--- src/rtl/buddy_block_allocator_assert.svh ---
// Assertion helpers for the buddy allocator.
`ifndef BUDDY_BLOCK_ALLOCATOR_ASSERT_SVH
`define BUDDY_BLOCK_ALLOCATOR_ASSERT_SVH

// Same-cycle implication.
`define BBA_ASSERT_NOW(label, clk, rst, ante, cons) \
   label: assert property (@(posedge clk) disable iff (rst) (ante) |-> (cons)) \
      else $error("buddy allocator check failed");

// Next-cycle implication.
`define BBA_ASSERT_NEXT(label, clk, rst, ante, cons) \
   label: assert property (@(posedge clk) disable iff (rst) (ante) |=> (cons)) \
      else $error("buddy allocator check failed");

`endif

--- src/rtl/bba_pkg.sv ---
package bba_pkg;

   localparam int TREE_LEVELS  = 8;
   localparam int HEADER_BYTES = 4;
   localparam int MAX_MIN_LOG2 = 16;
   localparam int NODES        = (1 << TREE_LEVELS) - 1;
   localparam int NODE_W       = TREE_LEVELS;
   localparam int WIDE_W       = NODE_W + 1;
   localparam int LVL_W        = (TREE_LEVELS > 1) ? $clog2(TREE_LEVELS) : 1;
   localparam int LCNT_W       = 4;
   localparam int MLOG_W       = 5;
   localparam int BYTES_W      = 24;
   localparam int SIZE_W       = BYTES_W + 1;
   localparam int SCAN_STEP    = 8;

   localparam logic [2:0] ST_OK       = 3'd0;
   localparam logic [2:0] ST_BAD_SIZE = 3'd1;
   localparam logic [2:0] ST_NO_MEM   = 3'd2;
   localparam logic [2:0] ST_BAD_IDX  = 3'd3;
   localparam logic [2:0] ST_IS_FREE  = 3'd4;

   localparam logic KIND_ALLOC = 1'b0;
   localparam logic KIND_FREE  = 1'b1;

   localparam logic REG_LEVELS   = 1'b0;
   localparam logic REG_MIN_LOG2 = 1'b1;

   localparam logic [2:0] OP_IDLE  = 3'd0;
   localparam logic [2:0] OP_CHECK = 3'd1;
   localparam logic [2:0] OP_SCAN  = 3'd2;
   localparam logic [2:0] OP_ANC   = 3'd3;
   localparam logic [2:0] OP_FILL  = 3'd4;
   localparam logic [2:0] OP_BUDDY = 3'd5;
   localparam logic [2:0] OP_FIN   = 3'd6;

   typedef struct packed {
      logic       load;
      logic [2:0] op;
   } cmd_type;

   typedef struct packed {
      logic is_alloc;
      logic chk_err;
      logic scan_found;
      logic scan_end;
      logic anc_root;
      logic fill_done;
      logic buddy_stop;
      logic rsp_free;
   } stat_type;

endpackage

--- src/rtl/bba_if.sv ---
interface bba_req_if;
   import bba_pkg::*;
   logic                valid;
   logic                ready;
   logic                kind;
   logic [BYTES_W-1:0]  request_bytes;
   logic [NODE_W-1:0]   free_node;
   modport source (output valid, kind, request_bytes, free_node, input ready);
   modport sink   (input valid, kind, request_bytes, free_node, output ready);
endinterface

interface bba_rsp_if;
   import bba_pkg::*;
   logic                valid;
   logic                ready;
   logic [2:0]          status;
   logic [NODE_W-1:0]   node_index;
   logic [BYTES_W-1:0]  block_offset;
   logic [4:0]          block_size_log2;
   modport source (output valid, status, node_index, block_offset, block_size_log2,
                   input ready);
   modport sink   (input valid, status, node_index, block_offset, block_size_log2,
                   output ready);
endinterface

interface bba_csr_if;
   logic       valid;
   logic       ready;
   logic       index;
   logic [4:0] data;
   modport source (output valid, index, data, input ready);
   modport sink   (input valid, index, data, output ready);
endinterface

--- src/rtl/buddy_block_allocator.sv ---
// Binary buddy allocator over a 255-node busy bitmap tree.
// req: one beat per request. kind 0 allocates request_bytes (plus a 4-byte
//   header), kind 1 frees the block at tree node free_node.
// rsp: one beat per request with status, node_index, block_offset and
//   block_size_log2; error beats carry zeros in the other fields.
// csr: register 0 is levels_in_use, register 1 is min_block_log2; write only
//   while no request is in flight. csr.ready is always high.
// Sequencing: one request at a time; req.ready is high only while idle.
//   An allocate checks the request, scans the level that fits it, marks the
//   path from the found block up to the root busy and then marks the block's
//   subtree busy level by level; if the scan finds no free node it ends there.
//   A free checks the node, clears its subtree level by level and merges free
//   buddies into their parents. A request rejected at the check goes straight
//   to the result. The level scan takes 8 nodes a cycle; the path walks take one node per cycle.
// Reset: all nodes free, levels_in_use 8, min_block_log2 4; no setup needed.
// A result sits in the output register; req.ready returns once it is loaded,
//   so a new request is taken while the previous beat waits. If the earlier
//   beat is still not taken when the next result is done, the block holds.
module buddy_block_allocator
   import bba_pkg::*;
(
   input  logic     clock,
   input  logic     reset,
   bba_req_if.sink   req,
   bba_rsp_if.source rsp,
   bba_csr_if.sink   csr
);

   `include "buddy_block_allocator_assert.svh"

   cmd_type  cmd;
   stat_type stat;

   assign csr.ready = 1'b1;

   bba_ctrl u_ctrl (
      .clock     (clock),
      .reset     (reset),
      .req_valid (req.valid),
      .req_ready (req.ready),
      .stat      (stat),
      .cmd       (cmd)
   );

   bba_dpath u_dpath (
      .clock         (clock),
      .reset         (reset),
      .cmd           (cmd),
      .stat          (stat),
      .req_kind      (req.kind),
      .req_bytes     (req.request_bytes),
      .req_node      (req.free_node),
      .csr_valid     (csr.valid),
      .csr_index     (csr.index),
      .csr_data      (csr.data),
      .rsp_valid     (rsp.valid),
      .rsp_ready     (rsp.ready),
      .rsp_status    (rsp.status),
      .rsp_node      (rsp.node_index),
      .rsp_offset    (rsp.block_offset),
      .rsp_size_log2 (rsp.block_size_log2)
   );

   `BBA_ASSERT_NEXT(a_busy_after_accept, clock, reset, req.valid && req.ready, !req.ready)
   `BBA_ASSERT_NOW(a_error_zero, clock, reset, rsp.valid && (rsp.status != ST_OK),
      (rsp.node_index == '0) && (rsp.block_offset == '0) && (rsp.block_size_log2 == '0))
   `BBA_ASSERT_NOW(a_rsp_after_work, clock, reset, $rose(rsp.valid), $past(!req.ready))

endmodule

--- src/rtl/bba_ctrl.sv ---
module bba_ctrl
   import bba_pkg::*;
(
   input  logic     clock,
   input  logic     reset,
   input  logic     req_valid,
   output logic     req_ready,
   input  stat_type stat,
   output cmd_type  cmd
);

   localparam logic [2:0] S_IDLE  = 3'd0;
   localparam logic [2:0] S_CHECK = 3'd1;
   localparam logic [2:0] S_SCAN  = 3'd2;
   localparam logic [2:0] S_ANC   = 3'd3;
   localparam logic [2:0] S_FILL  = 3'd4;
   localparam logic [2:0] S_BUDDY = 3'd5;
   localparam logic [2:0] S_FIN   = 3'd6;

   logic [2:0] state_ff, state_in;

   assign req_ready = (state_ff == S_IDLE);

   always_comb begin
      state_in = state_ff;
      cmd.load = 1'b0;
      cmd.op   = OP_IDLE;
      unique case (state_ff)
         S_IDLE: begin
            cmd.load = req_valid;
            if (req_valid) state_in = S_CHECK;
         end
         S_CHECK: begin
            cmd.op = OP_CHECK;
            if (stat.chk_err) state_in = S_FIN;
            else if (stat.is_alloc) state_in = S_SCAN;
            else state_in = S_FILL;
         end
         S_SCAN: begin
            cmd.op = OP_SCAN;
            if (stat.scan_found) state_in = S_ANC;
            else if (stat.scan_end) state_in = S_FIN;
         end
         S_ANC: begin
            cmd.op = OP_ANC;
            if (stat.anc_root) state_in = S_FILL;
         end
         S_FILL: begin
            cmd.op = OP_FILL;
            if (stat.fill_done) state_in = stat.is_alloc ? S_FIN : S_BUDDY;
         end
         S_BUDDY: begin
            cmd.op = OP_BUDDY;
            if (stat.buddy_stop) state_in = S_FIN;
         end
         S_FIN: begin
            cmd.op = OP_FIN;
            if (stat.rsp_free) state_in = S_IDLE;
         end
         default: state_in = S_IDLE;
      endcase
   end

   always_ff @(posedge clock) begin
      if (reset) state_ff <= S_IDLE;
      else state_ff <= state_in;
   end

endmodule

--- src/rtl/bba_dpath.sv ---
module bba_dpath
   import bba_pkg::*;
(
   input  logic               clock,
   input  logic               reset,
   input  cmd_type            cmd,
   output stat_type           stat,
   input  logic               req_kind,
   input  logic [BYTES_W-1:0] req_bytes,
   input  logic [NODE_W-1:0]  req_node,
   input  logic               csr_valid,
   input  logic               csr_index,
   input  logic [4:0]         csr_data,
   output logic               rsp_valid,
   input  logic               rsp_ready,
   output logic [2:0]         rsp_status,
   output logic [NODE_W-1:0]  rsp_node,
   output logic [BYTES_W-1:0] rsp_offset,
   output logic [4:0]         rsp_size_log2
);

   logic [LCNT_W-1:0]  levels_ff;
   logic [MLOG_W-1:0]  mlog_ff;
   logic [NODES-1:0]   tree_ff;
   logic               kind_ff;
   logic [BYTES_W-1:0] bytes_ff;
   logic [NODE_W-1:0]  node_ff, anc_ff;
   logic [LVL_W-1:0]   lvl_ff;
   logic [4:0]         blog_ff;
   logic [WIDE_W-1:0]  pos_ff, end_ff, start_ff, count_ff;
   logic [2:0]         res_st_ff;
   logic [NODE_W-1:0]  res_node_ff;
   logic [BYTES_W-1:0] res_off_ff;
   logic [4:0]         res_szl_ff;
   logic               rsp_valid_ff;
   logic [2:0]         rsp_st_ff;
   logic [NODE_W-1:0]  rsp_node_ff;
   logic [BYTES_W-1:0] rsp_off_ff;
   logic [4:0]         rsp_szl_ff;

   logic [LCNT_W-1:0]  eff_l;
   logic [MLOG_W-1:0]  eff_m;
   logic [WIDE_W-1:0]  nbits;
   logic [SIZE_W-1:0]  heap_bytes, need;
   logic [5:0]         mem_shift;
   logic               bad_size, fit_any, node_busy, node_bad;
   logic [LVL_W-1:0]   fit_k, lvl_c;
   logic [4:0]         blog_c;
   logic [WIDE_W-1:0]  first_c, end_c, first_cur, scan_p, found_p;
   logic               found;
   logic [NODE_W-1:0]  buddy, parent;
   logic [WIDE_W:0]    fill_hi;
   logic [31:0]        off_wide;

   always_comb begin
      eff_l = (levels_ff == '0) ? LCNT_W'(1) :
              (levels_ff > LCNT_W'(TREE_LEVELS)) ? LCNT_W'(TREE_LEVELS) : levels_ff;
      eff_m = (mlog_ff > MLOG_W'(MAX_MIN_LOG2)) ? MLOG_W'(MAX_MIN_LOG2) : mlog_ff;
      nbits = (WIDE_W'(1) << eff_l) - WIDE_W'(1);
      mem_shift = 6'(eff_m) + 6'(eff_l) - 6'd1;
      heap_bytes = SIZE_W'(1) << mem_shift;
      bad_size = (bytes_ff == '0) || ({1'b0, bytes_ff} > heap_bytes);
      need = {1'b0, bytes_ff} + SIZE_W'(HEADER_BYTES);
      fit_any = 1'b0;
      fit_k = '0;
      for (int k = TREE_LEVELS - 1; k >= 0; k--) begin
         if ((k < int'(eff_l)) && (need <= (SIZE_W'(1) << (int'(eff_m) + k)))) begin
            fit_any = 1'b1;
            fit_k = LVL_W'(k);
         end
      end
      lvl_c = LVL_W'(eff_l - LCNT_W'(1) - LCNT_W'(fit_k));
      blog_c = 5'(eff_m) + 5'(fit_k);
      first_c = (WIDE_W'(1) << lvl_c) - WIDE_W'(1);
      end_c = (WIDE_W'(1) << (lvl_c + 1)) - WIDE_W'(1);
      first_cur = (WIDE_W'(1) << lvl_ff) - WIDE_W'(1);
      node_bad = ({1'b0, node_ff} >= nbits);
      node_busy = !node_bad && tree_ff[node_ff];

      found = 1'b0;
      found_p = '0;
      for (int b = SCAN_STEP - 1; b >= 0; b--) begin
         scan_p = pos_ff + WIDE_W'(b);
         if ((scan_p < end_ff) && !tree_ff[scan_p[NODE_W-1:0]]) begin
            found = 1'b1;
            found_p = scan_p;
         end
      end
      off_wide = 32'(found_p - first_cur) << blog_ff;

      parent = (anc_ff - NODE_W'(1)) >> 1;
      buddy = anc_ff[0] ? anc_ff + NODE_W'(1) : anc_ff - NODE_W'(1);
      fill_hi = {1'b0, start_ff} + {1'b0, count_ff};

      stat.is_alloc   = (kind_ff == KIND_ALLOC);
      stat.chk_err    = (kind_ff == KIND_ALLOC) ? (bad_size || !fit_any) : !node_busy;
      stat.scan_found = found;
      stat.scan_end   = ((pos_ff + WIDE_W'(SCAN_STEP)) >= end_ff);
      stat.anc_root   = (anc_ff == '0);
      stat.fill_done  = (start_ff >= nbits);
      stat.buddy_stop = (anc_ff == '0) || tree_ff[buddy];
      stat.rsp_free   = !rsp_valid_ff || rsp_ready;
   end

   always_ff @(posedge clock) begin
      if (reset) begin
         levels_ff <= LCNT_W'(TREE_LEVELS);
         mlog_ff   <= MLOG_W'(4);
      end else if (csr_valid) begin
         unique case (csr_index)
            REG_LEVELS:   levels_ff <= csr_data[LCNT_W-1:0];
            REG_MIN_LOG2: mlog_ff <= csr_data;
            default: ;
         endcase
      end
   end

   always_ff @(posedge clock) begin
      if (cmd.load) begin
         kind_ff  <= req_kind;
         bytes_ff <= req_bytes;
         node_ff  <= req_node;
      end
      case (cmd.op)
         OP_CHECK: begin
            res_node_ff <= ((kind_ff == KIND_FREE) && node_busy) ? node_ff : '0;
            res_off_ff  <= '0;
            res_szl_ff  <= '0;
            anc_ff      <= node_ff;
            start_ff    <= {1'b0, node_ff};
            count_ff    <= WIDE_W'(1);
            lvl_ff      <= lvl_c;
            blog_ff     <= blog_c;
            pos_ff      <= first_c;
            end_ff      <= end_c;
            if (kind_ff == KIND_ALLOC) begin
               res_st_ff <= bad_size ? ST_BAD_SIZE : ST_NO_MEM;
            end else if (node_bad) begin
               res_st_ff <= ST_BAD_IDX;
            end else if (!node_busy) begin
               res_st_ff <= ST_IS_FREE;
            end else begin
               res_st_ff <= ST_OK;
            end
         end
         OP_SCAN: begin
            pos_ff <= pos_ff + WIDE_W'(SCAN_STEP);
            if (found) begin
               anc_ff      <= found_p[NODE_W-1:0];
               start_ff    <= found_p;
               count_ff    <= WIDE_W'(1);
               res_st_ff   <= ST_OK;
               res_node_ff <= found_p[NODE_W-1:0];
               res_off_ff  <= off_wide[BYTES_W-1:0];
               res_szl_ff  <= blog_ff;
            end
         end
         OP_ANC: begin
            if (anc_ff != '0) anc_ff <= parent;
         end
         OP_FILL: begin
            start_ff <= WIDE_W'({start_ff, 1'b1});
            count_ff <= count_ff << 1;
         end
         OP_BUDDY: begin
            if (!stat.buddy_stop) anc_ff <= parent;
         end
         default: ;
      endcase
   end

   always_ff @(posedge clock) begin
      if (reset) begin
         tree_ff <= '0;
      end else begin
         case (cmd.op)
            OP_ANC: tree_ff[anc_ff] <= 1'b1;
            OP_FILL: begin
               if (!stat.fill_done) begin
                  for (int j = 0; j < NODES; j++) begin
                     if ((WIDE_W'(j) >= start_ff) && ((WIDE_W + 1)'(j) < fill_hi))
                        tree_ff[j] <= (kind_ff == KIND_ALLOC);
                  end
               end
            end
            OP_BUDDY: begin
               if (!stat.buddy_stop) tree_ff[parent] <= 1'b0;
            end
            default: ;
         endcase
      end
   end

   always_ff @(posedge clock) begin
      if (reset) begin
         rsp_valid_ff <= 1'b0;
      end else begin
         rsp_valid_ff <= ((cmd.op == OP_FIN) && stat.rsp_free) ||
                         (rsp_valid_ff && !rsp_ready);
      end
   end

   always_ff @(posedge clock) begin
      if ((cmd.op == OP_FIN) && stat.rsp_free) begin
         rsp_st_ff   <= res_st_ff;
         rsp_node_ff <= res_node_ff;
         rsp_off_ff  <= res_off_ff;
         rsp_szl_ff  <= res_szl_ff;
      end
   end

   assign rsp_valid     = rsp_valid_ff;
   assign rsp_status    = rsp_st_ff;
   assign rsp_node      = rsp_node_ff;
   assign rsp_offset    = rsp_off_ff;
   assign rsp_size_log2 = rsp_szl_ff;

endmodule
--- src/flat_wrapper.sv ---
// flat-port wrapper written by rule: the top's interface ports become plain ports
module buddy_block_allocator_flat import bba_pkg::*;
  (clock, reset, req_valid, req_kind, req_request_bytes, req_free_node, req_ready, rsp_valid, rsp_status, rsp_node_index, rsp_block_offset, rsp_block_size_log2, rsp_ready, csr_valid, csr_index, csr_data, csr_ready);
  bba_req_if req_i ();
  bba_rsp_if rsp_i ();
  bba_csr_if csr_i ();
  input  logic clock;
  input  logic reset;
  input wire logic [$bits(req_i.valid)-1:0] req_valid;
  input wire logic [$bits(req_i.kind)-1:0] req_kind;
  input wire logic [$bits(req_i.request_bytes)-1:0] req_request_bytes;
  input wire logic [$bits(req_i.free_node)-1:0] req_free_node;
  output wire logic [$bits(req_i.ready)-1:0] req_ready;
  output wire logic [$bits(rsp_i.valid)-1:0] rsp_valid;
  output wire logic [$bits(rsp_i.status)-1:0] rsp_status;
  output wire logic [$bits(rsp_i.node_index)-1:0] rsp_node_index;
  output wire logic [$bits(rsp_i.block_offset)-1:0] rsp_block_offset;
  output wire logic [$bits(rsp_i.block_size_log2)-1:0] rsp_block_size_log2;
  input wire logic [$bits(rsp_i.ready)-1:0] rsp_ready;
  input wire logic [$bits(csr_i.valid)-1:0] csr_valid;
  input wire logic [$bits(csr_i.index)-1:0] csr_index;
  input wire logic [$bits(csr_i.data)-1:0] csr_data;
  output wire logic [$bits(csr_i.ready)-1:0] csr_ready;
  assign req_i.valid = req_valid;
  assign req_i.kind = req_kind;
  assign req_i.request_bytes = req_request_bytes;
  assign req_i.free_node = req_free_node;
  assign req_ready = req_i.ready;
  assign rsp_valid = rsp_i.valid;
  assign rsp_status = rsp_i.status;
  assign rsp_node_index = rsp_i.node_index;
  assign rsp_block_offset = rsp_i.block_offset;
  assign rsp_block_size_log2 = rsp_i.block_size_log2;
  assign rsp_i.ready = rsp_ready;
  assign csr_i.valid = csr_valid;
  assign csr_i.index = csr_index;
  assign csr_i.data = csr_data;
  assign csr_ready = csr_i.ready;
  buddy_block_allocator u_core (.clock(clock), .reset(reset), .req(req_i), .rsp(rsp_i), .csr(csr_i));
endmodule
--- config.mk ---
export PLATFORM = sky130hd
export DESIGN_NAME = buddy_block_allocator_flat
export DESIGN_NICKNAME = d
export VERILOG_FILES = /design/src/rtl/bba_pkg.sv /design/src/rtl/bba_if.sv /design/src/rtl/buddy_block_allocator.sv /design/src/rtl/bba_ctrl.sv /design/src/rtl/bba_dpath.sv /design/src/flat_wrapper.sv
export VERILOG_INCLUDE_DIRS = /design/src /design/src/rtl
export SDC_FILE = /design/constraint.sdc
export NUM_CORES = 2
export LEC_CHECK = 0
export ABC_AREA = 1
export BUFFER_PORTS_ARGS = -buffer_cell sky130_fd_sc_hd__clkbuf_2
export CELL_PAD_IN_SITES_DETAIL_PLACEMENT = 1
export CELL_PAD_IN_SITES_GLOBAL_PLACEMENT = 2
export CORE_ASPECT_RATIO = 0.6
export CORE_MARGIN = 1
export CORE_UTILIZATION = 35
export CTS_CLUSTER_SIZE = 16
export DETAILED_ROUTE_END_ITERATION = 8
export GPL_TIMING_DRIVEN = 1
export PLACE_DENSITY = 0.92
export SYNTH_ARGS = -nofsm -noshare
export SYNTH_HDL_FRONTEND = slang
export SYNTH_HIERARCHICAL = 1
export SYNTH_SLANG_ARGS = --single-unit
--- constraint.sdc ---
create_clock -name clock -period 8.6 [get_ports clock]
set_input_delay 0.43 -clock clock [delete_from_list [all_inputs] [get_ports clock]]
set_output_delay 0.43 -clock clock [all_outputs]
set_load 0.02 [all_outputs]
Word level (Yosys, flattened, before mapping)
Cells that the tools add are included.
- register bits: 433
- memories: 0
- bits in latches: 0
- bits in read-only memories: 0
- logic and storage cells: 2075
- output and inout port bits: 43
- bits of input ports: 44
- bits in writable memories: 0
- multiplexer cells: 353
- multipliers: 0
- add/sub/neg operators: 30
- divide/modulo/power cells: 0
- bitwise operators: 5
- shift-type cells: 14
- order comparisons: 554
- reductions and logical operators: 565
- equality and inequality tests: 277
- operator list (cell ; number):
    $lt A8 B10 Y1 const A ; 127
    $ge A8 B9 Y1 const A ; 127
    $reduce_and A4 Y1 ; 256
    $pmux W255 S3 ; 1
    $lt A7 B10 Y1 const A ; 64
    $ge A7 B9 Y1 const A ; 64
    $ne A2 B2 Y1 const B ; 261
    $mux W255 ; 2
    $lt A6 B10 Y1 const A ; 32
    $ge A6 B9 Y1 const A ; 32
    $mux W1 ; 285
    $logic_and A1 B1 Y1 ; 277
    $and A255 B255 Y255 ; 1
    $not A128 Y255 ; 1
    $or A255 B255 Y255 ; 1
    $le A25 B25 Y1 ; 8
    $shl A1 B6 Y25 const A ; 8
    $lt A5 B10 Y1 const A ; 16
    $ge A5 B9 Y1 const A ; 16
    $lt A8 B9 Y1 const B ; 11
    $mux W9 ; 10
    $bmux W1 S8 ; 10
    $lt A4 B10 Y1 const A ; 8
    $ge A4 B9 Y1 const A ; 8
    other kinds (76) ; 172

Logic depth before layout (Yosys ltp)
- depth after elaboration: 19
- depth in mapped cells: 49
- depth with buffers taken out: 45

By module
Netlist, hierarchy kept.
- modules (own cells, without submodules) (module ; area each (um2) ; times used ; sequential area each (um2) ; cells each):
    bba_dpath ; 56107.6 ; 1 ; 10259.8 ; 9574
    bba_ctrl ; 369.1 ; 1 ; 60.1 ; 71
    buddy_block_allocator ; 11.3 ; 1 ; 0.0 ; 2

Worst setup path before layout
No wires, ideal clock.
- path kind: register -> register
- start: register u_core.u_dpath.mlog_ff[3]
- end: register u_core.u_dpath.end_ff[8], data pin
- arrival time: 5.978 ns
- cell stages (with the launch flop): 38
- setup slack: 2.349 ns
- data required time: 8.326 ns
- library setup time: 0.274 ns
- period minus slack after synthesis: 6.251 ns
- buffers on the path: 1
- cell sequence: dfxtp_1 > clkinv_1 > a31oi_1 > nor2_1 > clkinv_1 > ha_1 > xor2_1 > clkbuf_1 > nand3_1 > ha_1 > nand2_1 > inv_1 > o21bai_1 > a21oi_1 > a2111oi_0 > nand3_1 > nand2_1 > nand2_1 > [... 2 more ...] > nand2_1 > nand2_1 > nand2_1 > nand2_1 > nand2_1 > ha_1 > inv_1 > fa_1 > xnor2_1 > nand3b_1 > nand2_1 > ha_1 > inv_1 > nand2_1 > ha_1 > inv_1 > a211oi_1 > o21ai_0
- longest elaborated chain between the ends: 18
- elaborated cells on any way between the ends: 45
- those cells by class: add/sub: 10; order compare: 9; shift: 9; mux: 9; reduce/logical: 8
- RTL lines (element ; RTL line ; text):
    from (decl) ; bba_dpath.sv:23 ; logic [MLOG_W-1:0] mlog_ff;
    from (signal assigned) ; bba_dpath.sv:112 ; REG_MIN_LOG2: mlog_ff <= csr_data;
    $gt A5 B5 Y1 ; bba_dpath.sv:58 ; eff_m = (mlog_ff > MLOG_W'(MAX_MIN_LOG2)) ? MLOG_W'(MAX_MIN_LOG2) : mlog_ff;
    $mux W5 (*) ; bba_dpath.sv:58 ;
    $add A5 B3 Y6 ; bba_dpath.sv:67 ; if ((k < int'(eff_l)) && (need <= (SIZE_W'(1) << (int'(eff_m) + k)))) begin
    $shl A1 B6 Y25 ; bba_dpath.sv:67 ;
    $le A25 B25 Y1 ; bba_dpath.sv:67 ;
    $logic_and A1 B1 Y1 ; bba_dpath.sv:67 ;
    $mux W3 (7 in a row) ; bba_dpath.sv:67 ;
    $mux W3 (*) ; bba_dpath.sv:67 ;
    $sub A3 B3 Y3 (*) ; bba_dpath.sv:72 ; lvl_c = LVL_W'(eff_l - LCNT_W'(1) - LCNT_W'(fit_k));
    via u_core.u_dpath.lvl_c[2] ; bba_dpath.sv:47 ; logic [LVL_W-1:0] fit_k, lvl_c;
    $add A3 B1 Y4 (*) ; bba_dpath.sv:75 ; end_c = (WIDE_W'(1) << (lvl_c + 1)) - WIDE_W'(1);
    $shl A1 B4 Y9 (*) ; bba_dpath.sv:75 ;
    $sub A9 B2 Y9 (*) ; bba_dpath.sv:75 ;
    via u_core.u_dpath.end_c[8] ; bba_dpath.sv:49 ; logic [WIDE_W-1:0] first_c, end_c, first_cur, scan_p, found_p;
    to (signal assigned) ; bba_dpath.sv:135 ; end_ff <= end_c;
    to (decl) ; bba_dpath.sv:30 ; logic [WIDE_W-1:0] pos_ff, end_ff, start_ff, count_ff;
Mark *: on every way through the listed nets, which the timed path passes. The rest lies on a longest branch.
A chain may end at the register's enable or synchronous reset.

Worst setup path in the final report
- start: register u_core.u_dpath.pos_ff[1]
- end: register u_core.u_dpath.res_off_ff[19], data pin
- longest elaborated chain between the ends: 17
- elaborated cells on any way between the ends: 59
- those cells by class: add/sub: 8; order compare: 8; shift: 1; mux: 26; reduce/logical: 16
- RTL lines (element ; RTL line ; text):
    from (decl) ; bba_dpath.sv:30 ;
    from (signal assigned) ; bba_dpath.sv:134 ; pos_ff <= first_c;
    from (signal assigned) ; bba_dpath.sv:147 ; pos_ff <= pos_ff + WIDE_W'(SCAN_STEP);
    $add A9 B3 Y9 ; bba_dpath.sv:83 ; scan_p = pos_ff + WIDE_W'(b);
    $bmux W1 S8 ; bba_dpath.sv:84 ; if ((scan_p < end_ff) && !tree_ff[scan_p[NODE_W-1:0]]) begin
    $mux W1 (not written as such) ; bba_dpath.sv:84 ;
    $logic_not A1 Y1 ; bba_dpath.sv:84 ;
    $logic_and A1 B1 Y1 ; bba_dpath.sv:84 ;
    $mux W9 (7 in a row) ; bba_dpath.sv:84 ;
    $mux W9 (*) ; bba_dpath.sv:84 ;
    $sub A9 B9 Y10 (*) ; bba_dpath.sv:89 ; off_wide = 32'(found_p - first_cur) << blog_ff;
    $shl A32 B5 Y24 (*) ; bba_dpath.sv:89 ;
    $mux W24 (*) ; bba_dpath.sv:148 ; if (found) begin
    $pmux W24 S2 (*) ; bba_dpath.sv:124 ; case (cmd.op)
    to (signal assigned) ; bba_dpath.sv:154 ; res_off_ff <= off_wide[BYTES_W-1:0];
    to (decl) ; bba_dpath.sv:33 ; logic [BYTES_W-1:0] res_off_ff;
Mark *: on every way between the ends. The rest lies on a longest branch, timed or not. The select of a mux whose other input is x is not followed.

==> metrics.yaml <==
synth_cells: 9647
number_of_global_route_vias_before_repair: 73900
die_w_um: 521
largest_net_degree_at_the_start_of_global_routing: 198
grt_remaining_overflow: 0
drc_errors: 0
failed_checks: "max-capacitance violations"
die_height_um: 313
largest_family_of_logic_cells_by_synthesized_area: "simple AND/OR/NAND/NOR gates"
netlist_area_sq_um: 56500
nNetsFinal: 9906
cts_tree: "yes"
grt_pass1_wl_um: 557000
ys.flop_type: "dfxtp_1"
io-pin-count: 87
critical_path.endpoint_type: "flop"
synth_edf_count: 165
criticalPathCategory: "reg2reg"
via_per_inst: 6.75
start_util: 0.355
synth-simple-area-share: 0.370
drv.max_cap_violation_count: 1
grt_antenna_before_repair: 42
mean_instance_size_in_the_synthesized_netlist_sq_um: 5.86
status: "finished, violations left"
post_route_cells_drive_above_1_share: 0.0646
clock-root-buffer: "clkbuf_16"
firstDrtPassIters: 7
synth_mux_area_frac: 0.000709
flow.area_growth_from_synthesis_pct: 9.32
rsz0062_at_grt: "no"
clock-sinks: 433
timing_hold_violations_final: 0
tightestPinTransition_ns: 1.46
finalMaxSlewViolations: 0
route.final.wire_length_um: 403000
post-route-min-period_ns: 8.29
full_die_area_sq_um: 163000
synth.yosys.warnings: 6
synthAdderAreaFrac: 0.0831
crit_path_top_delay_cell: "o311ai_0"
antenna_left: 0
final.setup.tns_ns: 0
layout.cells.most_common_list: "nand2_1 (2,298), nand3_1 (1,638), a21oi_1 (1,011), o21ai_0 (887), inv_1 (657)"
floorplan.core_area_sq_um: 159000
final_common_cell: "nand2_1"
clock_buffer_count_from_cts: 51
clkTransAtPathRegs_ns: 0.08
fill_cells: 21300
synth_compound_area_frac: 0.255
postSynth.asyncResetShare: 0
yosys_register_bits: 433
row_count: 113
cp.required_ns: 9.14
final.setup_skew_ns: 0.0350
overall_global_routing_usage: 0.475
final.period_utilization: 0.964
finalSetupViolCount: 0
synth_xor_xnor_area_share: 0.0123
routed_wire_length_per_instance_um: 34.5
cts_max_level: 2
via_count: 78800
cts-root-to-sink-buffers: 3
critical_path.startpoint_type: "flop"
timing.max_slew.rel_slack: 0.0153
finalWeightedCongestion: 1.10
numPortBuffers: 85
crit_arrival_ns: 8.83
clk-insertion-delay-late_ns: 0.73
hp-class: "in2reg"
place.detailed.hpwl_um: 315000
fin_util: 0.388
critical-path-max-stage-delay_ns: 0.83
worstPathMaxFanout: 63
drt-initial-drc-count: 13000
max_clock_freq_mhz: 121
proportion_of_synthesized_chip_area_in_sequential_cells: 0.183
yosysUniqueCellTypes: 77
worst max-delay path, delay by kind of cell (launching register included):
family / cells / cell delay (ns)
adder cells (fa/ha/maj): 2 / 1.05
AND/OR/NAND/NOR: 12 / 2.08
AO/OA/AOI/OAI: 12 / 2.99
flip-flops: 1 / 0.74
buffers and inverters: 5 / 1.10
registers in the layout, indices dropped and copies added (netlist names), 9 cells and up:
name                       count
u_core/u_dpath/tree_ff       255
u_core/u_dpath/bytes_ff       24
u_core/u_dpath/res_off_ff     24
u_core/u_dpath/rsp_offset     24
u_core/u_dpath/count_ff        9
u_core/u_dpath/end_ff          9
u_core/u_dpath/pos_ff          9
u_core/u_dpath/start_ff        9
area by class of cell:
cell class | count | area, sq um | area share
tap | 2127 | 2660 | 0.0431
clock buffer | 63 | 1380 | 0.0224
clock inverter | 32 | 340 | 0.00551
antenna | 16 | 40.0 | 0.000648
sequential | 433 | 10300 | 0.167
timing repair buffer | 409 | 3170 | 0.0514
inverter | 726 | 2740 | 0.0444
multi-input combinational | 7869 | 41100 | 0.665
Yosys cell counts, types with 10 or more instances:
master,n,area (sq um)
nand4_1,101,632
o21a_1,49,368
dfxtp_1,268,5370
buf_1,84,315
o21ai_1,33,165
clkinv_1,24,90.1
nand3b_1,17,128
o221ai_1,21,184
buf_6,11,124
inv_2,39,146
o22ai_1,106,663
nand3_1,1638,8200
a21oi_1,1013,5070
xor2_1,51,447
nor2_1,612,2300
a211oi_1,15,113
nor4_1,21,131
o21ai_0,888,4440
a311oi_1,12,105
o2111a_1,10,113
o21bai_1,11,82.6
buf_4,19,143
nor3_1,90,450
a32oi_1,16,140
o2111ai_1,13,114
ha_1,367,4590
nor2_2,14,87.6
a22oi_1,51,383
clkbuf_1,389,1460
o211ai_1,149,1120
buf_2,140,701
o311ai_0,17,149
inv_1,662,2480
edfxtp_1,165,4950
nand2_1,2303,8640
o31ai_1,34,255
a31oi_1,78,488
per-layer routing:
metal | global-route usage | vias to the layer above | share of wire
li1 | - | 33300 | -
met3 | 0.242 | 1067 | 0.17
met5 | 0 | - | 0.00062
met4 | 0.196 | 36 | 0.049
met1 | 0.657 | 38600 | 0.42
met2 | 0.602 | 5828 | 0.36
stage by stage:
stage	cells	area (sq um)	setup WS [ns]	hold slack [ns]
after floorplan	9672	56600	2.35	0.400
after global placement	11500	59600	0.503	0.406
after detailed placement	11500	59600	0.307	0.405
after CTS	11700	61700	0.221	0.0305
after global routing	11700	61700	0.0846	0.0844
final	11700	61800	0.310	0.0555
final timing paths:
| kind | startpoint | slack, ns | depth (start not counted) | to |
|---|---|---|---|---|
| worst min-delay path | csr_data[2] | 0.06 | 3 | u_core/u_dpath/mlog_ff[2] |
| worst max-delay path | u_core/u_dpath/pos_ff[1] | 0.31 | 31 | u_core/u_dpath/res_off_ff[19] |
| worst max register to register | u_core/u_dpath/pos_ff[1] | 0.31 | 31 | u_core/u_dpath/res_off_ff[19] |
| worst min register to register | u_core/u_dpath/res_off_ff[3] | 0.43 | 0 | u_core/u_dpath/rsp_offset[3] |
logic make-up (layout without fill, tap and decap cells):
family	Yosys count	after routing
simple gates	4833	4833
compound gates	2563	2563
buf+inv	1370	1230
flops	433	433
fa+ha+maj	372	372
xor+xnor	69	69
mux	4	4
other cells	3	44
timing repair:
action,CTS,global route
hold buffers,35,0
setup buffers,0,0
gates resized for setup,0,6
hold endpoints to repair,35,0
setup endpoints to repair,0,13
Power is not shown: default switching activity piles up to over one toggle a cycle in this logic, so the estimate is an artifact.
